==> config.mk <==
export PLATFORM = sky130hd
export DESIGN_NAME = pcc_queue
export DESIGN_NICKNAME = d
export VERILOG_FILES = /design/src/design/pcc_pkg.sv /design/src/design/pcc_queue.sv
export SDC_FILE = /design/constraint.sdc
export NUM_CORES = 1
export LEC_CHECK = 0
export BUFFER_PORTS_ARGS = -buffer_cell sky130_fd_sc_hd__buf_2
export CORE_AREA = 2 2 273 275
export DETAILED_ROUTE_END_ITERATION = 7
export DIE_AREA = 0 0 275 277
export PLACE_DENSITY = 0.63
export SYNTH_ARGS = -nofsm -noshare
export SYNTH_HDL_FRONTEND = slang
export SYNTH_SLANG_ARGS = --single-unit
==> constraint.sdc <==
create_clock -name clk -period 44.8 [get_ports clk]
set_input_delay 8.96 -clock clk [delete_from_list [all_inputs] [get_ports clk]]
set_output_delay 8.96 -clock clk [all_outputs]
set_load 0.05 [all_outputs]
==> src/design/pcc_pkg.sv <==
// ----------------------------------------------------------------------------
// pcc_pkg
// Types and constants shared by the Pearson correlation block.
// ----------------------------------------------------------------------------
package pcc_pkg;

    localparam int DEF_MAX_SAMPLES = 65536;
    localparam int DEF_SAMPLE_BITS = 16;

    localparam int QUEUE_DEPTH = 2;
    localparam int QUEUE_PW    = $clog2(QUEUE_DEPTH);
    localparam int QUEUE_CW    = $clog2(QUEUE_DEPTH + 1);

    typedef struct packed {
        logic signed [15:0] sample_a;
        logic signed [15:0] sample_b;
        logic               last;
    } pcc_in_t;

    typedef struct packed {
        logic signed [15:0] correlation;
        logic               degenerate;
        logic               overflow;
    } pcc_out_t;

    // Totals of one finished set, handed from the front to the back.
    typedef struct packed {
        logic [31:0] count;
        logic [63:0] sum_a;
        logic [63:0] sum_b;
        logic [63:0] sum_aa;
        logic [63:0] sum_bb;
        logic [63:0] sum_ab;
        logic        overflow;
    } pcc_snap_t;

endpackage

==> src/design/pcc_queue.sv <==
// ----------------------------------------------------------------------------
// pcc_queue
// Short register queue of finished set totals between front and back.
// ----------------------------------------------------------------------------
module pcc_queue
    import pcc_pkg::*;
(
    input  logic      clk,
    input  logic      rst_n,
    input  logic      push,
    input  pcc_snap_t push_data,
    output logic      full,
    input  logic      pop,
    output logic      avail,
    output pcc_snap_t pop_data
);

    pcc_snap_t              entry_reg [QUEUE_DEPTH];
    logic [QUEUE_PW-1:0]    wr_ptr_reg;
    logic [QUEUE_PW-1:0]    rd_ptr_reg;
    logic [QUEUE_CW-1:0]    count_reg;

    assign full     = (count_reg == QUEUE_CW'(QUEUE_DEPTH));
    assign avail    = (count_reg != '0);
    assign pop_data = entry_reg[rd_ptr_reg];

    always_ff @(posedge clk)
    begin
        if (push && !full)
        begin
            entry_reg[wr_ptr_reg] <= push_data;
        end
    end

    always_ff @(posedge clk or negedge rst_n)
    begin
        if (!rst_n)
        begin
            wr_ptr_reg <= '0;
            rd_ptr_reg <= '0;
            count_reg  <= '0;
        end
        else
        begin
            if (push && !full)
            begin
                wr_ptr_reg <= (wr_ptr_reg == QUEUE_PW'(QUEUE_DEPTH - 1)) ? '0 : wr_ptr_reg + 1'b1;
            end
            if (pop && avail)
            begin
                rd_ptr_reg <= (rd_ptr_reg == QUEUE_PW'(QUEUE_DEPTH - 1)) ? '0 : rd_ptr_reg + 1'b1;
            end
            if ((push && !full) && !(pop && avail))
            begin
                count_reg <= count_reg + 1'b1;
            end
            else if (!(push && !full) && (pop && avail))
            begin
                count_reg <= count_reg - 1'b1;
            end
        end
    end

endmodule

# Yosys cells after proc, flatten, opt, wreduce, memory -nomap -nowiden
# Memories as Yosys holds them, arrays and structs flattened.
# Index checks and enable logic that the tools add are counted.
totals:
  mem_bits_ro: 0
  ff_bits: 4
  n_memories: 1
  ramBits: 706
  latchBits: 0
op_classes:
  n_eq_ne: 1
  n_div: 0
  n_lt_le_gt_ge: 0
  multipliers: 0
  muxes: 6
  shifts: 0
  n_addsub: 4
  reduce_logical: 9
  bitwise_logic: 0
mem_list:
  columns: ["memory", "depth", "word_bits", "read_ports", "rd_ports_with_merged_regs", "write_ports", "line", "text"]
  rows:
  - ["entry_reg", 2, 353, 1, 0, 1, "pcc_queue.sv:18", "pcc_snap_t entry_reg [QUEUE_DEPTH];"]
ops:
  columns: ["operator", "n"]
  rows:
  - ["logical AND 1 bit", 4]
  - ["2-to-1 mux 1 bit", 4]
  - ["2-to-1 mux 2 bit", 2]
  - ["nonzero test 2 bit", 2]
  - ["logical NOT 1 bit", 3]
  - ["adder 1 bit, second input constant", 2]
  - ["adder 2 x 1 -> 2 bit, second input constant", 1]
  - ["== test 2 bit, second input constant", 1]
  - ["subtractor 2 x 1 -> 2 bit, second input constant", 1]

# Logic depth before layout (Yosys ltp)
depth:
  word_depth: 7
  mapped_depth: 7
  mapped_depth_nobuf: 7

# Worst setup path after synthesis
# OpenSTA, ideal clock, no wires.
synth_timing:
  kind: "input -> register"
  start: "in push"
  end: "mem entry_reg[0][0] (netlist bit) (enable)"
  n_path_buf: 0
  required_ns: 43.725
  arrival_ns: 23.658
  slack_ns: 20.067
  setup_ns: 1.075
  cell_stages: 2
  cell_sequence: "nand2_1 nor2_1"
synth_between:
  elab_chain_len: 3
synth_lines:
  columns: ["element", "line", "text"]
  rows:
  - ["start: declaration", "pcc_queue.sv:10", "input logic push,"]
  - ["logical AND 1 bit", "pcc_queue.sv:29", "if (push && !full)"]
  - ["2-to-1 mux 1 bit", "pcc_queue.sv:29", null]
  - ["2-to-1 mux 1 bit (implied by the code)", "pcc_queue.sv:31", "entry_reg[wr_ptr_reg] <= push_data;"]
  - ["end: declaration", "pcc_queue.sv:18", null]
# Every way passes these cells.

==> impl_metrics.env <==
export IMPL_status="completed"
export IMPL_wl_met3_um=5820
export IMPL_vias=13400
export IMPL_synth_fp_nets=1475
export IMPL_worst_slew_pin_slew_ns=1.44
export IMPL_synth_area_um2=25800
export IMPL_synthCells=1117
export IMPL_grt_pass1_vias=14400
export IMPL_hpwl_um=42100
export IMPL_clk_path_buf_depth=3
export IMPL_route_met2_wl_um=31200
export IMPL_critPathLaunchType="flop"
export IMPL_cap_violations=0
export IMPL_cts_hold_buffers=0
export IMPL_track_usage=0.150
export IMPL_clk_root_buffer_cell="clkbuf_16"
export IMPL_worstPathRequired_ns=35.84
export IMPL_p_leak_nw=12.3
export IMPL_yosys_warnings=0
export IMPL_dieArea_um2=76200
export IMPL_drcViolationCount=0
export IMPL_rsz0062_at_grt="false"
export IMPL_max_stage_delay_ns=0.90
export IMPL_period_needed_ns=13.80
export IMPL_cp_arrival_ns=4.84
export IMPL_rows=100
export IMPL_relSlewSlack=0.0382
export IMPL_die_w_um=275
export IMPL_place_port_buffers=711
export IMPL_syn_avg_cell_area_um2=23.1
export IMPL_pwr_density_cell_nw_per_um2=79.1
export IMPL_finalCritPeriodShare=0.308
export IMPL_finClkSkew_ns=0.0296
export IMPL_drive_gt1_frac=0.610
export IMPL_drtPass1Iterations=5
export IMPL_layout_common_cells="buf_2, edfxtp_1, mux2_2, clkbuf_16, mux2_4"
export IMPL_end_kind="output port"
export IMPL_viasPerCell=4.59
export IMPL_max_vdd_ir_drop_mv=0.0593
export IMPL_finalHoldViolCount=0
export IMPL_ys_seq_area_frac=0.824
export IMPL_cts_htree_levels=3
export IMPL_cp_slowest_cell="buf_4"
export IMPL_antenna_found_initial=33
export IMPL_hp_start="count_reg[1]"
export IMPL_worstReg2RegStart="count_reg[0]"
export IMPL_drv_slew=0
export IMPL_core_area_um2=73600
export IMPL_finalSetupTns_ns=0
export IMPL_ctsResizeCount=0
export IMPL_nets=2236
export IMPL_ys_ff_latch=710
export IMPL_wl_um=60200
export IMPL_top_layer="met5"
export IMPL_post_cts_buffers=0
export IMPL_wl_met1_um=20600
export IMPL_area_growth_pct=27.1
export IMPL_path_class="reg2out"
export IMPL_worstHoldEndpoint="count_reg[1]"
export IMPL_overflow=0
export IMPL_initial_utilization=0.351
export IMPL_synthDistinctLibCells=15
export IMPL_worst_r2r_cell_count=6
export IMPL_path_common_cell="buf_4"
export IMPL_crit_fanout=73
export IMPL_largest_register_ffs=706
export IMPL_min_path_cells=1
export IMPL_final_cell_area_um2=32800
export IMPL_clock_latency_ns=0.61
export IMPL_whs_ns=0.526
export IMPL_drt_iter0_drc=706
export IMPL_clk_pin_slew_ns=0.06
export IMPL_grt_max_degree=171
export IMPL_num_io_pins=712
export IMPL_fin_util=0.446
export IMPL_grt_pass1_wl_um=85500
export IMPL_crit_path_cell_trace="buf_4 -> buf_4 -> buf_4 -> mux2_2 -> buf_2"
export IMPL_post_dp_cell_area_um2=30500
export IMPL_timing_rr_end="entry_reg[0][268]"
export IMPL_setup_viol=0
export IMPL_worst_r2r_setup_slack_ns=40.61
export IMPL_cts_sinks=710
export IMPL_numCtsBuffers=74
export IMPL_ant_nets=0
export IMPL_max_freq_mhz=72.4
export IMPL_hold_path_class="reg2reg"
export IMPL_cts_tree="done"
export IMPL_die_height_um=277
export IMPL_place_gp_congestion=0.846
export IMPL_avgRoutedWirePerCell_um=20.6
export IMPL_final_common_cell="buf_2"
[worst max-delay path, delay by kind of cell (launching register included)]
kind	cells	cell delay, ns
flip-flops	1	0.87
buffers and inverters	4	2.74
multiplexers	1	0.42
[where the power goes]
part / internal (mW) / leakage (nW) / switching [mW]
clock: 0.325 / 1.10 / 0.248
combinational: 0.281 / 4.56 / 0.787
sequential: 0.911 / 6.60 / 0.0442
[kinds of logic (layout without fill, tap and decap cells)]
| family | after synthesis | after routing | share of synthesized area |
|---|---|---|---|
| XOR/XNOR | 5 | 5 | 0.00170 |
| adder cells (fa/ha/maj) | 1 | 1 | 0.000484 |
| buffers and inverters | 41 | 858 | 0.00954 |
| flip-flops | 710 | 710 | 0.824 |
| multiplexers | 353 | 353 | 0.163 |
| other | 0 | 24 | 0 |
| AND/OR/NAND/NOR | 7 | 7 | 0.00131 |
[layout make-up]
type,instances,area [um2]
Timing Repair Buffer,724,3670
Fill cell,6361,40700
Clock buffer,89,1910
Sequential cell,710,21300
Antenna cell,24,60.1
Clock inverter,43,379
Inverter,2,7.51
Multi-Input combinational cell,366,4300
Tap cell,969,1210
[synth_stat cells]
cell	count	area, um2
edfxtp_1	706	21200
mux2_2	293	3300
mux2_4	60	901
buf_2	32	160
buf_6	7	78.8
dfrtp_1	4	100
xnor2_1	3	26.3
inv_1	2	7.51
nand2_1	2	7.51
nor2_1	2	7.51
xor2_1	2	17.5
and3_1	1	6.26
ha_1	1	12.5
nand2b_1	1	6.26
or2_2	1	6.26
[layer usage]
metal	global-route usage	up-vias
met3	0.0560	170
met4	0.0719	14
met5	0	-
met2	0.268	582
met1	0.154	6630
li1	-	6032
[through the flow]
stage / cells / worst slack (ns) / power (mW)
4_1_cts: 2903 / 30.90 / 2.63
6_report: 2927 / 31.00 / 2.60
5_1_grt: 2922 / 30.70 / 2.70
3_5_place_dp: 2771 / 31.59 / 2.05
3_3_place_gp: 2771 / 31.70 / 2.04
2_1_floorplan: 1117 / 20.07 / 1.88
[how the worst max path moves through the flow]
| stage | startpoint | end |
|---|---|---|
| CTS | rd_ptr_reg | pop_data[184] |
| global route | rd_ptr_reg | pop_data[337] |
| global placement | rd_ptr_reg | pop_data[185] |
| finish | rd_ptr_reg | pop_data[184] |
| detailed placement | rd_ptr_reg | pop_data[184] |
| floorplan | push | entry_reg[0][0] |
(Power assumes the default switching activity.)
