===== src/design/pcc_pkg.sv =====
// ----------------------------------------------------------------------------
// pcc_pkg
// Types and constants shared by the Pearson correlation block.
// ----------------------------------------------------------------------------
package pcc_pkg;

    localparam int DEF_MAX_SAMPLES = 65536;
    localparam int DEF_SAMPLE_BITS = 16;

    localparam int QUEUE_DEPTH = 2;
    localparam int QUEUE_PW    = $clog2(QUEUE_DEPTH);
    localparam int QUEUE_CW    = $clog2(QUEUE_DEPTH + 1);

    typedef struct packed {
        logic signed [15:0] sample_a;
        logic signed [15:0] sample_b;
        logic               last;
    } pcc_in_t;

    typedef struct packed {
        logic signed [15:0] correlation;
        logic               degenerate;
        logic               overflow;
    } pcc_out_t;

    // Totals of one finished set, handed from the front to the back.
    typedef struct packed {
        logic [31:0] count;
        logic [63:0] sum_a;
        logic [63:0] sum_b;
        logic [63:0] sum_aa;
        logic [63:0] sum_bb;
        logic [63:0] sum_ab;
        logic        overflow;
    } pcc_snap_t;

endpackage


===== src/design/pcc_front.sv =====
// ----------------------------------------------------------------------------
// pcc_front
// Takes sample pairs, forms their products and keeps the running sums.
// A pair marked last closes the set and its totals enter the queue.
// ----------------------------------------------------------------------------
module pcc_front
    import pcc_pkg::*;
#(
    parameter int MAX_SAMPLES = DEF_MAX_SAMPLES,
    parameter int SAMPLE_BITS = DEF_SAMPLE_BITS
)
(
    input  logic      clk,
    input  logic      rst_n,
    input  logic      sample_valid,
    output logic      sample_stall,
    input  pcc_in_t   sample,
    output logic      push,
    output pcc_snap_t push_data,
    input  logic      full
);

    localparam int          CW        = $clog2(MAX_SAMPLES + 1);
    localparam logic [15:0] MASK      = (SAMPLE_BITS >= 16) ? 16'hFFFF
                                        : 16'((32'd1 << SAMPLE_BITS) - 32'd1);
    localparam bit          HAS_SIGN  = (SAMPLE_BITS <= 16);
    localparam int          SIGN_IDX  = (SAMPLE_BITS > 16) ? 15 : SAMPLE_BITS - 1;
    localparam logic [16:0] SIGN_WGT  = 17'((32'd1 << SAMPLE_BITS) & 32'h1FFFF);

    logic signed [16:0] val_a;
    logic signed [16:0] val_b;
    logic [15:0]        raw_a;
    logic [15:0]        raw_b;

    logic               p_valid_reg;
    logic               p_last_reg;
    logic signed [16:0] p_a_reg;
    logic signed [16:0] p_b_reg;
    logic signed [33:0] p_aa_reg;
    logic signed [33:0] p_bb_reg;
    logic signed [33:0] p_ab_reg;

    logic [CW-1:0]      count_reg;
    logic [63:0]        sum_a_reg;
    logic [63:0]        sum_b_reg;
    logic [63:0]        sum_aa_reg;
    logic [63:0]        sum_bb_reg;
    logic [63:0]        sum_ab_reg;
    logic               ovf_reg;

    logic               blocked;
    logic               accept;
    logic               act;
    logic               room;
    logic [CW-1:0]      count_next;
    logic [63:0]        sum_a_next;
    logic [63:0]        sum_b_next;
    logic [63:0]        sum_aa_next;
    logic [63:0]        sum_bb_next;
    logic [63:0]        sum_ab_next;
    logic               ovf_next;

    // The low SAMPLE_BITS bits are read as two's complement.
    assign raw_a = sample.sample_a & MASK;
    assign raw_b = sample.sample_b & MASK;
    assign val_a = (HAS_SIGN && raw_a[SIGN_IDX]) ? $signed({1'b0, raw_a} - SIGN_WGT)
                                                 : $signed({1'b0, raw_a});
    assign val_b = (HAS_SIGN && raw_b[SIGN_IDX]) ? $signed({1'b0, raw_b} - SIGN_WGT)
                                                 : $signed({1'b0, raw_b});

    assign blocked      = p_valid_reg && p_last_reg && full;
    assign sample_stall = blocked;
    assign accept       = sample_valid && !sample_stall;
    assign act          = p_valid_reg && !blocked;
    assign room         = (count_reg < CW'(MAX_SAMPLES));

    always_comb
    begin
        count_next  = count_reg;
        sum_a_next  = sum_a_reg;
        sum_b_next  = sum_b_reg;
        sum_aa_next = sum_aa_reg;
        sum_bb_next = sum_bb_reg;
        sum_ab_next = sum_ab_reg;
        ovf_next    = ovf_reg;
        if (room)
        begin
            count_next  = count_reg + 1'b1;
            sum_a_next  = sum_a_reg  + {{47{p_a_reg[16]}}, p_a_reg};
            sum_b_next  = sum_b_reg  + {{47{p_b_reg[16]}}, p_b_reg};
            sum_aa_next = sum_aa_reg + {{30{p_aa_reg[33]}}, p_aa_reg};
            sum_bb_next = sum_bb_reg + {{30{p_bb_reg[33]}}, p_bb_reg};
            sum_ab_next = sum_ab_reg + {{30{p_ab_reg[33]}}, p_ab_reg};
        end
        else
        begin
            ovf_next = 1'b1;
        end
    end

    assign push                = act && p_last_reg;
    assign push_data.count     = 32'(count_next);
    assign push_data.sum_a     = sum_a_next;
    assign push_data.sum_b     = sum_b_next;
    assign push_data.sum_aa    = sum_aa_next;
    assign push_data.sum_bb    = sum_bb_next;
    assign push_data.sum_ab    = sum_ab_next;
    assign push_data.overflow  = ovf_next;

    always_ff @(posedge clk)
    begin
        if (accept)
        begin
            p_a_reg  <= val_a;
            p_b_reg  <= val_b;
            p_aa_reg <= val_a * val_a;
            p_bb_reg <= val_b * val_b;
            p_ab_reg <= val_a * val_b;
        end
    end

    always_ff @(posedge clk or negedge rst_n)
    begin
        if (!rst_n)
        begin
            p_valid_reg <= 1'b0;
            p_last_reg  <= 1'b0;
            count_reg   <= '0;
            sum_a_reg   <= '0;
            sum_b_reg   <= '0;
            sum_aa_reg  <= '0;
            sum_bb_reg  <= '0;
            sum_ab_reg  <= '0;
            ovf_reg     <= 1'b0;
        end
        else
        begin
            if (!blocked)
            begin
                p_valid_reg <= accept;
                if (accept)
                begin
                    p_last_reg <= sample.last;
                end
            end
            if (act)
            begin
                if (p_last_reg)
                begin
                    count_reg  <= '0;
                    sum_a_reg  <= '0;
                    sum_b_reg  <= '0;
                    sum_aa_reg <= '0;
                    sum_bb_reg <= '0;
                    sum_ab_reg <= '0;
                    ovf_reg    <= 1'b0;
                end
                else
                begin
                    count_reg  <= count_next;
                    sum_a_reg  <= sum_a_next;
                    sum_b_reg  <= sum_b_next;
                    sum_aa_reg <= sum_aa_next;
                    sum_bb_reg <= sum_bb_next;
                    sum_ab_reg <= sum_ab_next;
                    ovf_reg    <= ovf_next;
                end
            end
        end
    end

endmodule


===== config.mk =====
export PLATFORM = sky130hd
export DESIGN_NAME = pcc_front
export DESIGN_NICKNAME = d
export VERILOG_FILES = /design/src/design/pcc_pkg.sv /design/src/design/pcc_front.sv
export SDC_FILE = /design/constraint.sdc
export NUM_CORES = 2
export LEC_CHECK = 0
export BUFFER_PORTS_ARGS = -buffer_cell sky130_fd_sc_hd__buf_2
export CAP_MARGIN = 25
export CORE_MARGIN = 8
export CORE_UTILIZATION = 51
export CTS_CLUSTER_DIAMETER = 30
export DETAILED_ROUTE_END_ITERATION = 6
export GPL_ROUTABILITY_DRIVEN = 0
export PLACE_DENSITY = 0.74
export SLEW_MARGIN = 15
export SYNTH_ARGS = -nofsm -noshare
export SYNTH_HDL_FRONTEND = slang
export SYNTH_SLANG_ARGS = --single-unit

===== constraint.sdc =====
create_clock -name clk -period 4.5 [get_ports clk]
set_clock_uncertainty 0.1 [all_clocks]
set_input_delay 0.225 -clock clk [delete_from_list [all_inputs] [get_ports clk]]
set_output_delay 0.225 -clock clk [all_outputs]
set_load 0.005 [all_outputs]

* Word-level counts from Yosys, hierarchy flattened *
Index checks and enable logic that the tools add are counted.

storage, ports and cells
  input port bits = 37
  output and inout port bits = 355
  register bits after elaboration = 476
  word-level logic and storage cells = 50

operators by class
  bitwise logic cells = 1
  reductions and logical operators = 7
  multipliers = 3
  muxes and demuxes = 16
  order comparisons = 1
  add/subtract/negate cells = 8

operators with widths
  kind                                                                   count
  64-bit 2-to-1 mux                                                      10
  64-bit adder                                                           5
  17-bit by 17-bit multiplier with 34-bit output                         3
  17-bit 2-to-1 mux                                                      4
  16-bit by 17-bit subtractor with 17-bit output, second input constant  2
  17-bit by 1-bit adder with 17-bit output, second input constant        1
  17-bit < comparator, second input constant                             1
  1-bit logical AND                                                      5
  1-bit 2-to-1 mux                                                       2
  2-bit AND reduction                                                    1
  1-bit zero test                                                        1
  1-bit inverter                                                         1

* Depth between registers and ports, before layout *
  depth after elaboration = 5
  depth in mapped cells = 29
  gate-level depth less buffers = 28

* Worst setup path after synthesis *
No wires, ideal clock.

  path kind = input-to-reg
  from = in sample[9] (netlist bit)
  to = reg p_ab_reg[32] (data pin)
  arrival time = 6.172 ns
  setup slack = -2.029 ns
  buffers on the path = 2
  library setup time = 0.258 ns
  stages on the path = 27
  data required time = 4.142 ns
  path through = clkbuf_1 -> clkbuf_1 -> nand2_1 -> fa_1 -> inv_1 -> fa_1 -> inv_1 -> fa_1 -> inv_1 -> fa_1 -> fa_1 -> inv_1 -> fa_1 -> inv_1 -> ha_1 -> and3_1 -> a31oi_1 -> nand2_1 -> o2111ai_1 -> a21oi_1 -> o41a_1 -> o21ai_0 -> a21boi_0 -> nor2_1 -> o21ai_0 -> a21oi_1 -> xnor2_1

on the way
  longest elaborated chain between the ends = 3

RTL lines
  item                                              line              text
  from (decl)                                       pcc_front.sv:17   input pcc_in_t sample,
  16-bit by 17-bit subtractor with 17-bit output    pcc_front.sv:68   assign val_b = (HAS_SIGN && raw_b[SIGN_IDX]) ? $signed({1'b0, raw_b} - SIGN_WGT)
  17-bit 2-to-1 mux *                               pcc_front.sv:68
  17-bit by 17-bit multiplier with 34-bit output *  pcc_front.sv:118  p_ab_reg <= val_a * val_b;
  to (signal assigned)                              pcc_front.sv:118
  to (decl)                                         pcc_front.sv:41   logic signed [33:0] p_ab_reg;

Mark *: on every way between the ends. The rest lies on a longest branch, timed or not.
A chain may end at the register's enable or synchronous reset.

* Worst setup path after layout *
  from = in sample[23] (netlist bit)
  to = reg p_aa_reg[33] (data pin)

on the way
  longest elaborated chain between the ends = 3

RTL lines
  item                                              line              text
  16-bit by 17-bit subtractor with 17-bit output    pcc_front.sv:66   assign val_a = (HAS_SIGN && raw_a[SIGN_IDX]) ? $signed({1'b0, raw_a} - SIGN_WGT)
  17-bit 2-to-1 mux *                               pcc_front.sv:66
  17-bit by 17-bit multiplier with 34-bit output *  pcc_front.sv:116  p_aa_reg <= val_a * val_a;
  to (signal assigned)                              pcc_front.sv:116
  to (decl)                                         pcc_front.sv:39   logic signed [33:0] p_aa_reg;

Marks and branches as above.

==> flow_summary.json <==
{
  "cts.sinks": 470,
  "grt_busiest_layer": "met2",
  "synth_seq_cells": 470,
  "slew_viol_final": 0,
  "cts_inserted_buffers": 139,
  "hpwl_mm": 165.6,
  "seq_area_frac_synth_pct": 18.60,
  "use_met3_pct": 8.748,
  "die_h_um": 377.7,
  "crit_top_cell": "fa_1",
  "synthesis.area_um2": 66720,
  "post_drt_wl_per_cell_um": 21.81,
  "clock_latency_ns": 0.79,
  "endpoint_kind": "flop",
  "initial_utilization_pct": 51.46,
  "required_ns": 4.89,
  "ant_nets": 0,
  "r2r_slack_ns": -0.21,
  "synth_cells": 7613,
  "via_count": 63240,
  "ys.warnings.count": 0,
  "reg2reg_from": "p_aa_reg[9]$_DFFE_PP_",
  "grt_use_total_pct": 31.17,
  "met2_usage_pct": 49.14,
  "synth.most_common_cell": "inv_1",
  "grt_remaining_overflow": 0,
  "pre_cts_slack_ns": -2.002,
  "drive_above_1_share_pct": 28.66,
  "hold_viol": 0,
  "cp_slowest_stage_delay_ns": 0.56,
  "fmax_mhz": 178.6,
  "worst_slew_pin_slew_ns": 1.027,
  "boundaryPins": 392,
  "post-route-min-period_ns": 5.598,
  "synth-edff-count": 130,
  "hold_end": "p_a_reg[14]$_DFFE_PP_",
  "area_growth_pct": 33.55,
  "cp_slowest_cell": "fa_1",
  "setup_violations": 161,
  "netlist.top_cell.by_area": "fa_1",
  "ys_top_cells_by_area": "fa_1 24%, dfrtp_1 13%, ha_1 11%",
  "drc": 12,
  "violations": "DRC, setup timing",
  "nets": 10280,
  "start_kind": "input port",
  "first_global_vias": 64970,
  "cts_max_level": 4,
  "synth.avg_cell_area_um2": 8.763,
  "grt_pass1_wl_mm": 356.7,
  "fp.dieW_um": 377.7,
  "synth_ff_type": "dfrtp_1",
  "rows": 132,
  "ys_types": 88,
  "die_area_um2": 142600,
  "grt_setup_unrepaired": "yes",
  "path_class": "in2reg",
  "fin_crit_sh_pct": 124.4,
  "first_pass_iters": 7,
  "grt_max_degree": 164,
  "cp_max_fo": 4,
  "setup_ws_ns": -1.098,
  "min-delay-path-class": "in2reg",
  "portBuffers": 376,
  "clk_pin_slew_ns": 0.05,
  "outcome": "finished, violations left",
  "synth_commonest_cells": "1018 x inv_1, 965 x nand2_1, 800 x fa_1",
  "slew_headroom_pct": 31.52,
  "clk_path_buf_depth": 3,
  "cts-root-buf": "clkbuf_16",
  "reg2regPathDepth": 23,
  "vias_per_cell": 5.896,
  "cts_tree": "built",
  "rr_endpoint": "sum_aa_reg[40]$_DFFE_PN0P_",
  "drt_wl_total_mm": 233.9,
  "synth_top_area_share_pct": 24.01,
  "worstPathArrival_ns": 5.99,
  "whs_path_depth": 3,
  "synthArstFlopShare_pct": 72.34,
  "max_cap_violations": 0,
  "grt_util_met1_pct": 39.31,
  "hold_start": "sample[31]",
  "drt_iter0_drc": 6061,
  "coreArea_um2": 129600,
  "antenna_found_initial": 3
}
-- repair_timing --
action | in CTS | in global routing
endpoints found under the setup margin | 214 | 217
hold buffers | 33 | 0
gates resized for setup | 892 | 345
gates cloned | 9 | 2
pin swaps | 409 | 317
setup buffers | 262 | 113
endpoints found under the hold margin | 384 | 0
-- how the worst max path moves through the flow --
stage	from	end	slack, ns	depth (start not counted)
4_1_cts	sample[23]	p_aa_reg[32]$_DFFE_PP_	-0.95	28
5_1_grt	sample[23]	p_aa_reg[33]$_DFFE_PP_	-1.26	27
3_3_place_gp	sample[11]	p_ab_reg[32]$_DFFE_PP_	-1.84	26
6_report	sample[23]	p_aa_reg[33]$_DFFE_PP_	-1.10	27
2_1_floorplan	sample[6]	p_ab_reg[32]$_DFFE_PP_	-1.51	26
3_5_place_dp	sample[4]	p_ab_reg[33]$_DFFE_PP_	-2.00	27
-- worst max-delay path, delay by kind of cell --
kind | cells | cell delay [ns]
AO/OA/AOI/OAI | 6 | 0.84
XOR/XNOR | 1 | 0.12
adder cells (fa/ha/maj) | 7 | 3.33
buffers and inverters | 9 | 0.83
AND/OR/NAND/NOR | 4 | 0.62
-- layout by cell type (no fill, tap or decap), types with 80 or more instances in the layout --
master	n
dfrtp_1	338
a22o_1	192
nand2_1	900
and2_1	206
a21o_1	270
buf_2	341
o21ai_0	464
nand3_1	84
o21ai_1	87
ha_4	100
buf_6	114
xnor2_1	242
o21bai_1	83
ha_1	445
nor2_1	207
o21ai_2	87
edfxtp_1	130
a21oi_2	80
inv_2	84
buf_4	904
fa_1	756
clkbuf_16	143
a21oi_1	349
inv_1	929
xor2_1	122
-- metrics by stage --
stage	util [%]	area, µm²	cells	TNS, ns	hold WS (ns)
2_1_floorplan	-	68000	7627	-56.29	-0.1706
3_3_place_gp	58.69	76090	10110	-89.17	0.06798
3_5_place_dp	58.69	76090	10110	-96.95	0.06204
4_1_cts	67.02	86890	10640	-48.49	0.001569
5_1_grt	68.71	89090	10720	-82.70	0.06039
6_report	68.72	89100	10730	-58.70	0.08658
-- kinds of logic after synthesis --
family	share of synthesized area, %
flip-flops	18.60
AO/OA/AOI/OAI	19.26
XOR/XNOR	5.711
AND/OR/NAND/NOR	13.10
adder cells (fa/ha/maj)	34.88
other	0.005621
buffers and inverters	8.010
multiplexers	0.4276
-- final cells by class --
type | instances | area, µm²
Inverter | 1020 | 3844
Clock buffer | 181 | 3859
Clock inverter | 74 | 947.2
Antenna cell | 5 | 12.51
Sequential cell | 470 | 12420
Timing Repair Buffer | 1480 | 11850
Tap cell | 1742 | 2180
Fill cell | 8945 | 40550
Multi-Input combinational cell | 5754 | 53990
-- layer usage --
metal	share of wire, %	vias to the layer above
met2	45	3267
met3	10	830
li1	-	28080
met5	0.0060	-
met1	38	31070
met4	6.0	2
Power is left out: the tool's default activity adds up to more than one toggle a clock period on the data nets, which glitch-free logic cannot reach.
